### src/rtl/mls_pkg.sv
package mls_pkg;

  // Command carried with each word: tuser on the input stream.
  typedef enum logic [0:0] {
    CMD_LOAD = 1'b0,
    CMD_STEP = 1'b1
  } cmd_t;

  // Per-line orientation flags, set up by the front and held by the back.
  typedef struct packed {
    logic down;     // minor axis steps downward
    logic swapped;  // major axis is y
  } line_flags_t;

endpackage

### src/rtl/mls_front.sv
module mls_front #(
  parameter int COORD_BITS = 11
) (
  input  mls_pkg::cmd_t                cmd,
  input  logic [COORD_BITS-1:0]        start_x,
  input  logic [COORD_BITS-1:0]        start_y,
  input  logic [COORD_BITS-1:0]        end_x,
  input  logic [COORD_BITS-1:0]        end_y,
  output logic [5*COORD_BITS+4:0]      entry
);

  localparam int CB = COORD_BITS;
  localparam logic [CB:0] ONE = {{CB{1'b0}}, 1'b1};

  logic [CB:0]   dx, dy, adx, ady;
  logic          swap;
  logic [CB:0]   dmaj, dmin;
  logic [CB-1:0] ps, qs, pe, qe;
  logic          down_pre;
  logic [CB:0]   span, delta;
  logic [CB-1:0] maj_start, min_start, maj_end;
  mls_pkg::line_flags_t flags;

  always_comb begin
    dx  = {1'b0, end_x} - {1'b0, start_x};
    dy  = {1'b0, end_y} - {1'b0, start_y};
    adx = dx[CB] ? ((~dx) + ONE) : dx;
    ady = dy[CB] ? ((~dy) + ONE) : dy;
    // y becomes the major axis only when strictly steeper
    swap = (adx < ady);

    dmaj     = swap ? dy : dx;
    dmin     = swap ? dx : dy;
    ps       = swap ? start_y : start_x;
    qs       = swap ? start_x : start_y;
    pe       = swap ? end_y : end_x;
    qe       = swap ? end_x : end_y;
    down_pre = swap ? (end_x < start_x) : (end_y < start_y);

    // order endpoints so the major coordinate increases
    if (dmaj[CB]) begin
      span          = (~dmaj) + ONE;
      delta         = (~dmin) + ONE;
      maj_start     = pe;
      min_start     = qe;
      maj_end       = ps;
      flags.down    = ~down_pre;
    end else begin
      span          = dmaj;
      delta         = dmin;
      maj_start     = ps;
      min_start     = qs;
      maj_end       = pe;
      flags.down    = down_pre;
    end
    flags.swapped = swap;

    entry = {flags, delta, span, maj_end, min_start, maj_start, cmd};
  end

endmodule

### src/rtl/mls_queue.sv
module mls_queue #(
  parameter int WIDTH = 60,
  parameter int DEPTH = 2
) (
  input  logic             clk,
  input  logic             rst,
  input  logic             wr_valid,
  output logic             wr_ready,
  input  logic [WIDTH-1:0] wr_data,
  output logic             rd_valid,
  input  logic             rd_ready,
  output logic [WIDTH-1:0] rd_data
);

  localparam int PW = (DEPTH > 1) ? $clog2(DEPTH) : 1;
  localparam int CW = $clog2(DEPTH + 1);
  localparam logic [PW-1:0] LAST_PTR = PW'(DEPTH - 1);
  localparam logic [CW-1:0] FULL_CNT = CW'(DEPTH);
  localparam logic [CW-1:0] CNT_ONE  = CW'(1);
  localparam logic [PW-1:0] PTR_ONE  = PW'(1);

  logic [WIDTH-1:0] slots [DEPTH];
  logic [PW-1:0]    wr_ptr, rd_ptr;
  logic [CW-1:0]    count;
  logic             push, pop;

  assign wr_ready = (count != FULL_CNT);
  assign rd_valid = (count != '0);
  assign rd_data  = slots[rd_ptr];
  assign push     = wr_valid && wr_ready;
  assign pop      = rd_valid && rd_ready;

  always_ff @(posedge clk) begin
    if (push) begin
      slots[wr_ptr] <= wr_data;
    end
  end

  always_ff @(posedge clk) begin
    if (rst) begin
      wr_ptr <= '0;
      rd_ptr <= '0;
      count  <= '0;
    end else begin
      if (push) begin
        wr_ptr <= (wr_ptr == LAST_PTR) ? '0 : wr_ptr + PTR_ONE;
      end
      if (pop) begin
        rd_ptr <= (rd_ptr == LAST_PTR) ? '0 : rd_ptr + PTR_ONE;
      end
      if (push && !pop) begin
        count <= count + CNT_ONE;
      end else if (pop && !push) begin
        count <= count - CNT_ONE;
      end
    end
  end

endmodule

### src/rtl/mls_back.sv
module mls_back #(
  parameter int COORD_BITS = 11
) (
  input  logic                    clk,
  input  logic                    rst,
  input  logic                    q_valid,
  output logic                    q_ready,
  input  logic [5*COORD_BITS+4:0] q_data,
  output logic                    out_valid,
  input  logic                    out_ready,
  output logic [COORD_BITS-1:0]   pixel_x,
  output logic [COORD_BITS-1:0]   pixel_y,
  output logic                    valid_res,
  output logic                    last
);

  localparam int CB = COORD_BITS;
  localparam logic [CB-1:0] POS_ONE = {{(CB-1){1'b0}}, 1'b1};

  // unpack queue word
  mls_pkg::cmd_t        e_cmd;
  logic [CB-1:0]        e_major, e_minor, e_end;
  logic [CB:0]          e_span, e_delta;
  mls_pkg::line_flags_t e_flags;

  assign e_cmd   = mls_pkg::cmd_t'(q_data[0]);
  assign e_major = q_data[CB:1];
  assign e_minor = q_data[2*CB:CB+1];
  assign e_end   = q_data[3*CB:2*CB+1];
  assign e_span  = q_data[4*CB+1:3*CB+1];
  assign e_delta = q_data[5*CB+2:4*CB+2];
  assign e_flags = mls_pkg::line_flags_t'(q_data[5*CB+4:5*CB+3]);

  // line state
  logic [CB-1:0]        major_pos, minor_pos, major_end;
  logic [CB:0]          major_span, minor_delta;
  logic [CB+2:0]        error_term;
  mls_pkg::line_flags_t flags;
  logic                 line_active;

  logic                 take, is_load, emit, is_last;
  logic [CB-1:0]        cur_major, cur_minor, cur_end;
  logic [CB:0]          cur_span, cur_delta;
  logic [CB+2:0]        cur_err;
  mls_pkg::line_flags_t cur_flags;
  logic [CB+3:0]        e4, d4, s4, test, acc;
  logic                 keep_minor;
  logic [CB-1:0]        minor_next;
  logic [CB+2:0]        error_next;

  assign q_ready = !out_valid || out_ready;
  assign take    = q_valid && q_ready;
  assign is_load = (e_cmd == mls_pkg::CMD_LOAD);
  assign emit    = is_load || line_active;

  always_comb begin
    cur_major = is_load ? e_major : major_pos;
    cur_minor = is_load ? e_minor : minor_pos;
    cur_end   = is_load ? e_end   : major_end;
    cur_span  = is_load ? e_span  : major_span;
    cur_delta = is_load ? e_delta : minor_delta;
    cur_err   = is_load ? '0      : error_term;
    cur_flags = is_load ? e_flags : flags;
    is_last   = (cur_major == cur_end);

    e4 = {cur_err[CB+2], cur_err};
    d4 = {{3{cur_delta[CB]}}, cur_delta};
    s4 = {3'b000, cur_span};

    // midpoint test, sign depends on minor direction
    if (!cur_flags.down) begin
      test       = e4 + e4 + d4 + d4 - s4;
      keep_minor = test[CB+3];
      acc        = keep_minor ? (e4 + d4) : (e4 + d4 - s4);
      minor_next = keep_minor ? cur_minor : cur_minor + POS_ONE;
    end else begin
      test       = e4 + e4 + d4 + d4 + s4;
      keep_minor = !test[CB+3] && (test != '0);
      acc        = keep_minor ? (e4 + d4) : (e4 + d4 + s4);
      minor_next = keep_minor ? cur_minor : cur_minor - POS_ONE;
    end
    error_next = acc[CB+2:0];
  end

  always_ff @(posedge clk) begin
    if (take && emit) begin
      major_span  <= cur_span;
      minor_delta <= cur_delta;
      major_end   <= cur_end;
      flags       <= cur_flags;
      error_term  <= error_next;
      minor_pos   <= minor_next;
      major_pos   <= is_last ? cur_major : cur_major + POS_ONE;
    end
    if (take) begin
      if (emit) begin
        pixel_x <= cur_flags.swapped ? cur_minor : cur_major;
        pixel_y <= cur_flags.swapped ? cur_major : cur_minor;
      end else begin
        pixel_x <= '0;
        pixel_y <= '0;
      end
      valid_res <= emit;
      last      <= emit && is_last;
    end
  end

  always_ff @(posedge clk) begin
    if (rst) begin
      line_active <= 1'b0;
      out_valid   <= 1'b0;
    end else begin
      if (take && emit) begin
        line_active <= !is_last;
      end
      if (take) begin
        out_valid <= 1'b1;
      end else if (out_ready) begin
        out_valid <= 1'b0;
      end
    end
  end

endmodule

### src/rtl/midpoint_line_stepper.sv
// Midpoint line stepper: an integer midpoint line rasterizer that emits one
// pixel per accepted input word. A word with tuser = 0 loads a line from its
// two endpoints and returns its first pixel; a word with tuser = 1 returns
// the next pixel, with tlast high on the final one. A step while no line is
// running returns a word with pixel data zero and the valid flag (tuser)
// low. Pixels run in order of increasing major coordinate, so a line may
// start at its second endpoint; with equal deltas x is the major axis.
// Throughput is one word per clock, loads included, while the output side
// does not stall: the front computes the endpoint setup in the accept cycle,
// and the back's combinational error update loop produces one pixel per clock.
// An accepted input word passes through a queue slot, then the output register,
// to its output word; the queue of QUEUE_DEPTH words lets the input side keep
// accepting during short output stalls.
module midpoint_line_stepper #(
  parameter int COORD_BITS  = 11,
  parameter int QUEUE_DEPTH = 2
) (
  input  logic                                 clk,
  input  logic                                 rst,
  input  logic                                 s_tvalid,
  output logic                                 s_tready,
  // fields from bit 0 up: start_x, start_y, end_x, end_y
  input  logic [((4*COORD_BITS+7)/8)*8-1:0]    s_tdata,
  // fields: mode (0 = load line, 1 = next pixel)
  input  logic                                 s_tuser,
  output logic                                 m_tvalid,
  input  logic                                 m_tready,
  // fields from bit 0 up: pixel_x, pixel_y
  output logic [((2*COORD_BITS+7)/8)*8-1:0]    m_tdata,
  // fields: valid_res
  output logic                                 m_tuser,
  output logic                                 m_tlast
);

  localparam int CB      = COORD_BITS;
  localparam int ENTRY_W = 5 * CB + 5;

  logic [ENTRY_W-1:0] front_entry, queue_entry;
  logic               q_valid, q_ready;
  logic [CB-1:0]      pixel_x, pixel_y;

  // classify the word and set up endpoints, axes and deltas
  mls_front #(
    .COORD_BITS(CB)
  ) u_front (
    .cmd     (mls_pkg::cmd_t'(s_tuser)),
    .start_x (s_tdata[CB-1:0]),
    .start_y (s_tdata[2*CB-1:CB]),
    .end_x   (s_tdata[3*CB-1:2*CB]),
    .end_y   (s_tdata[4*CB-1:3*CB]),
    .entry   (front_entry)
  );

  // decouple accept from pixel stepping
  mls_queue #(
    .WIDTH(ENTRY_W),
    .DEPTH(QUEUE_DEPTH)
  ) u_queue (
    .clk      (clk),
    .rst      (rst),
    .wr_valid (s_tvalid),
    .wr_ready (s_tready),
    .wr_data  (front_entry),
    .rd_valid (q_valid),
    .rd_ready (q_ready),
    .rd_data  (queue_entry)
  );

  // hold line state, step the error term, register the output word
  mls_back #(
    .COORD_BITS(CB)
  ) u_back (
    .clk       (clk),
    .rst       (rst),
    .q_valid   (q_valid),
    .q_ready   (q_ready),
    .q_data    (queue_entry),
    .out_valid (m_tvalid),
    .out_ready (m_tready),
    .pixel_x   (pixel_x),
    .pixel_y   (pixel_y),
    .valid_res (m_tuser),
    .last      (m_tlast)
  );

  // pack pixel coordinates, pad upper bits with zeros
  always_comb begin
    m_tdata            = '0;
    m_tdata[CB-1:0]    = pixel_x;
    m_tdata[2*CB-1:CB] = pixel_y;
  end

endmodule

### config.mk
export PLATFORM = sky130hd
export DESIGN_NAME = midpoint_line_stepper
export DESIGN_NICKNAME = d
export VERILOG_FILES = /design/src/rtl/mls_pkg.sv /design/src/rtl/mls_front.sv /design/src/rtl/mls_queue.sv /design/src/rtl/mls_back.sv /design/src/rtl/midpoint_line_stepper.sv
export SDC_FILE = /design/constraint.sdc
export NUM_CORES = 1
export LEC_CHECK = 0
export BUFFER_PORTS_ARGS = -buffer_cell sky130_fd_sc_hd__buf_4
export CELL_PAD_IN_SITES_DETAIL_PLACEMENT = 0
export CELL_PAD_IN_SITES_GLOBAL_PLACEMENT = 1
export CORE_MARGIN = 2
export CORE_UTILIZATION = 49
export CTS_CLUSTER_SIZE = 30
export DETAILED_ROUTE_END_ITERATION = 10
export PLACE_DENSITY_LB_ADDON = 0.1
export SKIP_LAST_GASP = 1
export SYNTH_ARGS = -nofsm -noshare
export SYNTH_HDL_FRONTEND = slang
export SYNTH_SLANG_ARGS = --single-unit
### constraint.sdc
create_clock -name clk -period 8.3 [get_ports clk]
set_input_delay 0.83 -clock clk [delete_from_list [all_inputs] [get_ports clk]]
set_output_delay 0.83 -clock clk [all_outputs]
set_load 0.02 [all_outputs]
# Yosys cells after proc, flatten, opt, wreduce, memory -nomap -nowiden
# Memories as Yosys holds them, arrays and structs flattened. A register that Yosys moved wholly into a read port is not among the register bits.
# Index checks and enable logic that the tools add are counted.
dict set report classes {
  addsub 21
  magnitude_cmp 3
  n_eq_ne 2
  n_mux 41
  bitwise_logic 6
  n_reduce_logical 18
}
# op n
set ops {}
lappend ops {{$mux W11} 16}
lappend ops {{$mux W12} 8}
lappend ops {{$mux W14} 4}
lappend ops {{$add A12 B1 Y12 const B} 4}
lappend ops {{$not A12 Y12} 4}
lappend ops {{$add A15 B15 Y15} 2}
lappend ops {{$add A14 B12 Y14} 2}
lappend ops {{$sub A11 B11 Y12} 2}
lappend ops {{$add A11 B1 Y11 const B} 2}
lappend ops {{$lt A11 B11 Y1} 2}
lappend ops {{$add A14 B14 Y15} 1}
lappend ops {{$add A15 B12 Y15} 1}
lappend ops {{$reduce_bool A15 Y1} 1}
lappend ops {{$sub A15 B12 Y15} 1}
lappend ops {{$sub A14 B12 Y14} 1}
lappend ops {{$lt A12 B12 Y1} 1}
lappend ops {{$eq A11 B11 Y1} 1}
lappend ops {{$sub A11 B1 Y11 const B} 1}
lappend ops {{$mux W1} 10}
lappend ops {{$logic_and A1 B1 Y1} 7}
lappend ops {{$mux W2} 3}
lappend ops {{$reduce_bool A2 Y1} 3}
lappend ops {{$logic_not A1 Y1} 5}
lappend ops {{$add A1 B1 Y1 const B} 2}
lappend ops {{other kinds (5)} 7}
dict set report totals {
  register_bits 103
  ram_bits 120
  in_bits 53
  out_inout_bits 28
  wordCells 109
  n_memories 1
}
# memory words word_bits rd rd_ports_with_merged_regs wr line_no
set memory_table {}
lappend memory_table {u_queue.slots 2 60 1 1 1 mls_queue.sv:22} ;# logic [WIDTH-1:0] slots [DEPTH];

# Depth between registers and ports, before layout
dict set report logic_depth {
  depth_word 9
  ltp_mapped 29
  mapped_depth_nobuf 25
}

# By module
# From an unflattened synthesis, not the netlist that was laid out.
dict set report unflattened {
  cells_unflattened 1507
  hier_area_um2 16150.5
}
# module n_inst cells_each area_each_um2
set modules_own_cells {}
lappend modules_own_cells {mls_back 1 762 7748.7}
lappend modules_own_cells {mls_queue 1 211 4536.9}
lappend modules_own_cells {mls_front 1 531 3846.2}
lappend modules_own_cells {midpoint_line_stepper 1 3 18.8}

# Worst setup path before layout
# No wires, ideal clock.
dict set report synth_timing {
  path_type {register to register}
  from {reg (tool-made name)}
  to {reg u_back.error_term[0] (data pin)}
  setup_ns 0.262
  arrival_ns 6.196
  required_ns 8.038
  setup_slack_ns 1.842
  stages_incl_launch_ff 24
  cell_sequence {dfxtp_1 -> buf_4 -> mux2i_1 -> buf_2 -> buf_2 -> buf_1 -> clkbuf_1 -> buf_1 -> buf_1 -> a21oi_1 -> ha_1 -> inv_1 -> fa_1 -> inv_1 -> ha_1 -> nand2b_1 -> a211oi_4 -> or4b_4 -> a2111oi_4 -> o211ai_2 -> o311ai_4 -> nand4_1 -> nand2_1 -> mux2_1}
}
# element line_no
set synth_lines {}
lappend synth_lines {{end signal, assigned} mls_back.sv:91} ;# error_term <= error_next;
lappend synth_lines {{end, declared} mls_back.sv:37} ;# logic [CB+2:0] error_term;

==> impl_metrics.toml <==
[outcome]
status = "finished clean"

[drt]
drt_iter0_markers = 934
ant_nets = 0
drt_pass1_iterations = 5
vias_per_cell = 5.77
wl_per_cell_um = 19.3
wl_mm = 40.8
drc = 0
vias = 12200

[die]
chipHeight_um = 183
core_area_sq_mm = 0.0316
num_io_pins = 81
die-width_um = 183
initial_core_util_pct = 49.8
num_rows = 65
die_area_sq_mm = 0.0335

[cts]
cts_resized = 0
postCtsSetupBuffers = 0
path_clk_slew_ns = 0.06
root_buffer = "clkbuf_16"
numCtsBuffers = 25
clock_insertion_delay_worst_skew_ns = 0.54
cts_hold_buf = 0
cts_tree = "built"
cts_buffer_depth = 3
h-tree-depth = 1
cts_sinks = 224

[setup_path]
cp-end-kind = "flip-flop"
r2r_cells = 21
worstPathMaxFanout = 29
start_kind = "flip-flop"
required_ns = 8.61
worstPathArrival_ns = 7.27
timing.rr.end = "u_back.error_term[5]"
crit_type = "reg2reg"
r2r_setup_slack_ns = 1.34

[logic_synthesis]
yosysTopAreaCell = "edfxtp_1"
synth-edff-count = 217
avgSynthCellArea_sq_um = 9.59
synth_area_sq_mm = 0.0157
yosysTopAreaCellShare_pct = 41.5
async_reset_ff_share_pct = 0
synth-seq-cells = 224
yosysSeqAreaShare_pct = 42.4
ys.warnings.count = 0
synth_ff_type = "edfxtp_1"
synthCells = 1638
yosys-top-cells-area = "edfxtp_1, ha_1, mux2i_1"
synth_cell_types = 80

[finish]
antenna_cells = 0
drive_above_1_share_pct = 10.4
area_growth_pct = 11.5
fin_nets = 1849
fill_cells = 2837
final_core_util_pct = 55.5

[global_routing]
antenna_found_initial = 0
grt.total_usage_pct = 24.3
grt_pass1_vias = 11500
grt_start_max_net_pins = 61
overflow = 0
grt_pass1_wl_mm = 63.9

[worst_hold_path]
hold_path.class = "in2reg"
hold_depth = 1
min_to = "u_queue.slots[1][0]"
min_from = "s_tuser"

[sta]
finalCriticalPeriod_ns = 6.96
relSlewSlack_pct = 23.6
slew_viol_final = 0
finalSetupTns_ns = 0
timing_hold_violations_final = 0
worstMarginPinSlew_ns = 1.14
max_freq_mhz = 144
finalClockSkew_ns = 0.0269
finalSetupViolations = 0
rsz0062_at_grt = "no"
min_period_over_period_pct = 83.8

[run]
drv_cap = 0

[placed_design]
dp_hpwl_mm = 30.4
port_buffers = 74
place_congestion = 0.916
stage by stage:
step | setup slack, ns | instance area, sq um | cells | hold WS, ns
6_report | 1.34 | 17500 | 2110 | 0.495
2_1_floorplan | 1.84 | 15700 | 1639 | 0.472
4_1_cts | 1.30 | 17500 | 2110 | 0.474
3_3_place_gp | 1.15 | 16700 | 2064 | 0.486
3_5_place_dp | 1.10 | 16700 | 2064 | 0.492
5_1_grt | 0.794 | 17500 | 2110 | 0.473
cells by family after synthesis:
group                    after synthesis  synth area share [%]
AO/OA/AOI/OAI                        394                  15.8
multiplexers                         111                  7.13
adder cells (fa/ha/maj)              107                  8.81
AND/OR/NAND/NOR                      535                  15.9
XOR/XNOR                             108                  6.02
flip-flops                           224                  42.4
buffers and inverters                158                  3.93
other                                  1                0.0239
critical path, cell delays in order (launching register included):
cell	delay, ns
dfxtp_4	0.67
mux2i_4	0.68
nor2_1	0.09
a21oi_1	0.26
ha_1	0.24
inv_1	0.06
fa_1	0.41
nor2b_1	0.16
o31a_1	0.23
o21a_1	0.13
nor2_1	0.04
xnor2_1	0.47
ha_1	0.42
a21oi_1	0.18
nor2_1	0.05
o211ai_1	0.17
a21oi_1	0.08
a211oi_1	0.60
a31oi_1	0.23
nor3_1	0.92
nor2_1	0.19
a211oi_1	0.38
cells in the final DEF, fill, tap and decap left out, types with 8 or more instances in the layout:
master,Yosys,routed
xor2_1,35,35
nand2b_1,19,19
mux2i_1,103,102
nand4_1,18,18
xnor2_1,73,73
ha_1,101,101
a21o_1,23,23
a21oi_1,171,170
nor4_1,11,11
edfxtp_1,217,217
nor3_1,24,24
o31ai_1,9,9
nand2_1,124,124
or3_1,10,10
nor2_1,221,218
o211ai_1,11,11
and2_1,8,8
inv_1,87,87
clkbuf_16,0,25
o21ai_0,54,54
a211oi_1,21,21
a31oi_1,26,26
nor2b_1,33,32
nand3_1,14,14
o21a_1,11,11
or2_2,10,10
and3_1,21,20
buf_4,3,93
flip-flops by register name, indices dropped and copies added, names as in the netlist, named ones only:
name	flops
u_back.out_valid	1
u_queue.count	2
u_back.minor_pos	11
u_back.flags	2
u_back.major_span	12
u_back.major_end	11
u_back.pixel_y	11
u_back.minor_delta	12
u_queue.slots	120
u_back.major_pos	11
u_back.error_term	14
u_queue.wr_ptr	1
u_queue.rd_ptr	1
u_back.last	1
u_back.line_active	1
u_back.pixel_x	11
u_back.valid_res	1
layout make-up:
| cell class | instances | area (sq um) | share of cell area, % |
|---|---|---|---|
| clock inverters | 17 | 189 | 1.08 |
| well taps | 402 | 503 | 2.87 |
| repair buffers | 93 | 698 | 3.99 |
| clock buffers | 29 | 641 | 3.66 |
| inverters | 88 | 330 | 1.89 |
| flip-flops and latches | 224 | 6660 | 38.0 |
| multi-input cells | 1257 | 8500 | 48.5 |
layer usage:
metal	wire [um]	vias up	share of wire [%]	GRT usage [%]
met4	741	0	1.8	5.15
met2	18700	297	46	39.2
li1	-	6048	-	-
met5	0	-	0	0
met1	19300	5794	47	35.5
met3	2030	43	5.0	2.64
worst max path at each step:
stage / end / slack (ns)
6_report: u_back.error_term[5] / 1.34
5_1_grt: u_back.error_term[5] / 0.79
4_1_cts: u_back.error_term[5] / 1.30
3_5_place_dp: u_queue.slots[1][52] / 1.10
3_3_place_gp: u_queue.slots[0][52] / 1.15
2_1_floorplan: u_back.error_term[0] / 1.84
synth_stat cells, drive strengths merged (5+ instances only):
cell,n
nor2,221
edfxtp,217
a21oi,171
nand2,124
mux2i,103
ha,101
inv,88
xnor2,73
o21ai,61
clkbuf,48
xor2,35
nor2b,33
a31oi,26
nor3,24
a21o,23
a211oi,22
buf,22
and3,21
nand2b,19
nand4,18
nand3,15
nor4,12
o211ai,12
o21a,11
or2,10
or3,10
o31ai,9
and2,8
mux2,8
a31o,7
dfxtp,7
fa,6
o311ai,6
o22ai,5
Power is left out: the tool's default activity adds up to more than one toggle a clock period on the data nets, which glitch-free logic cannot reach.
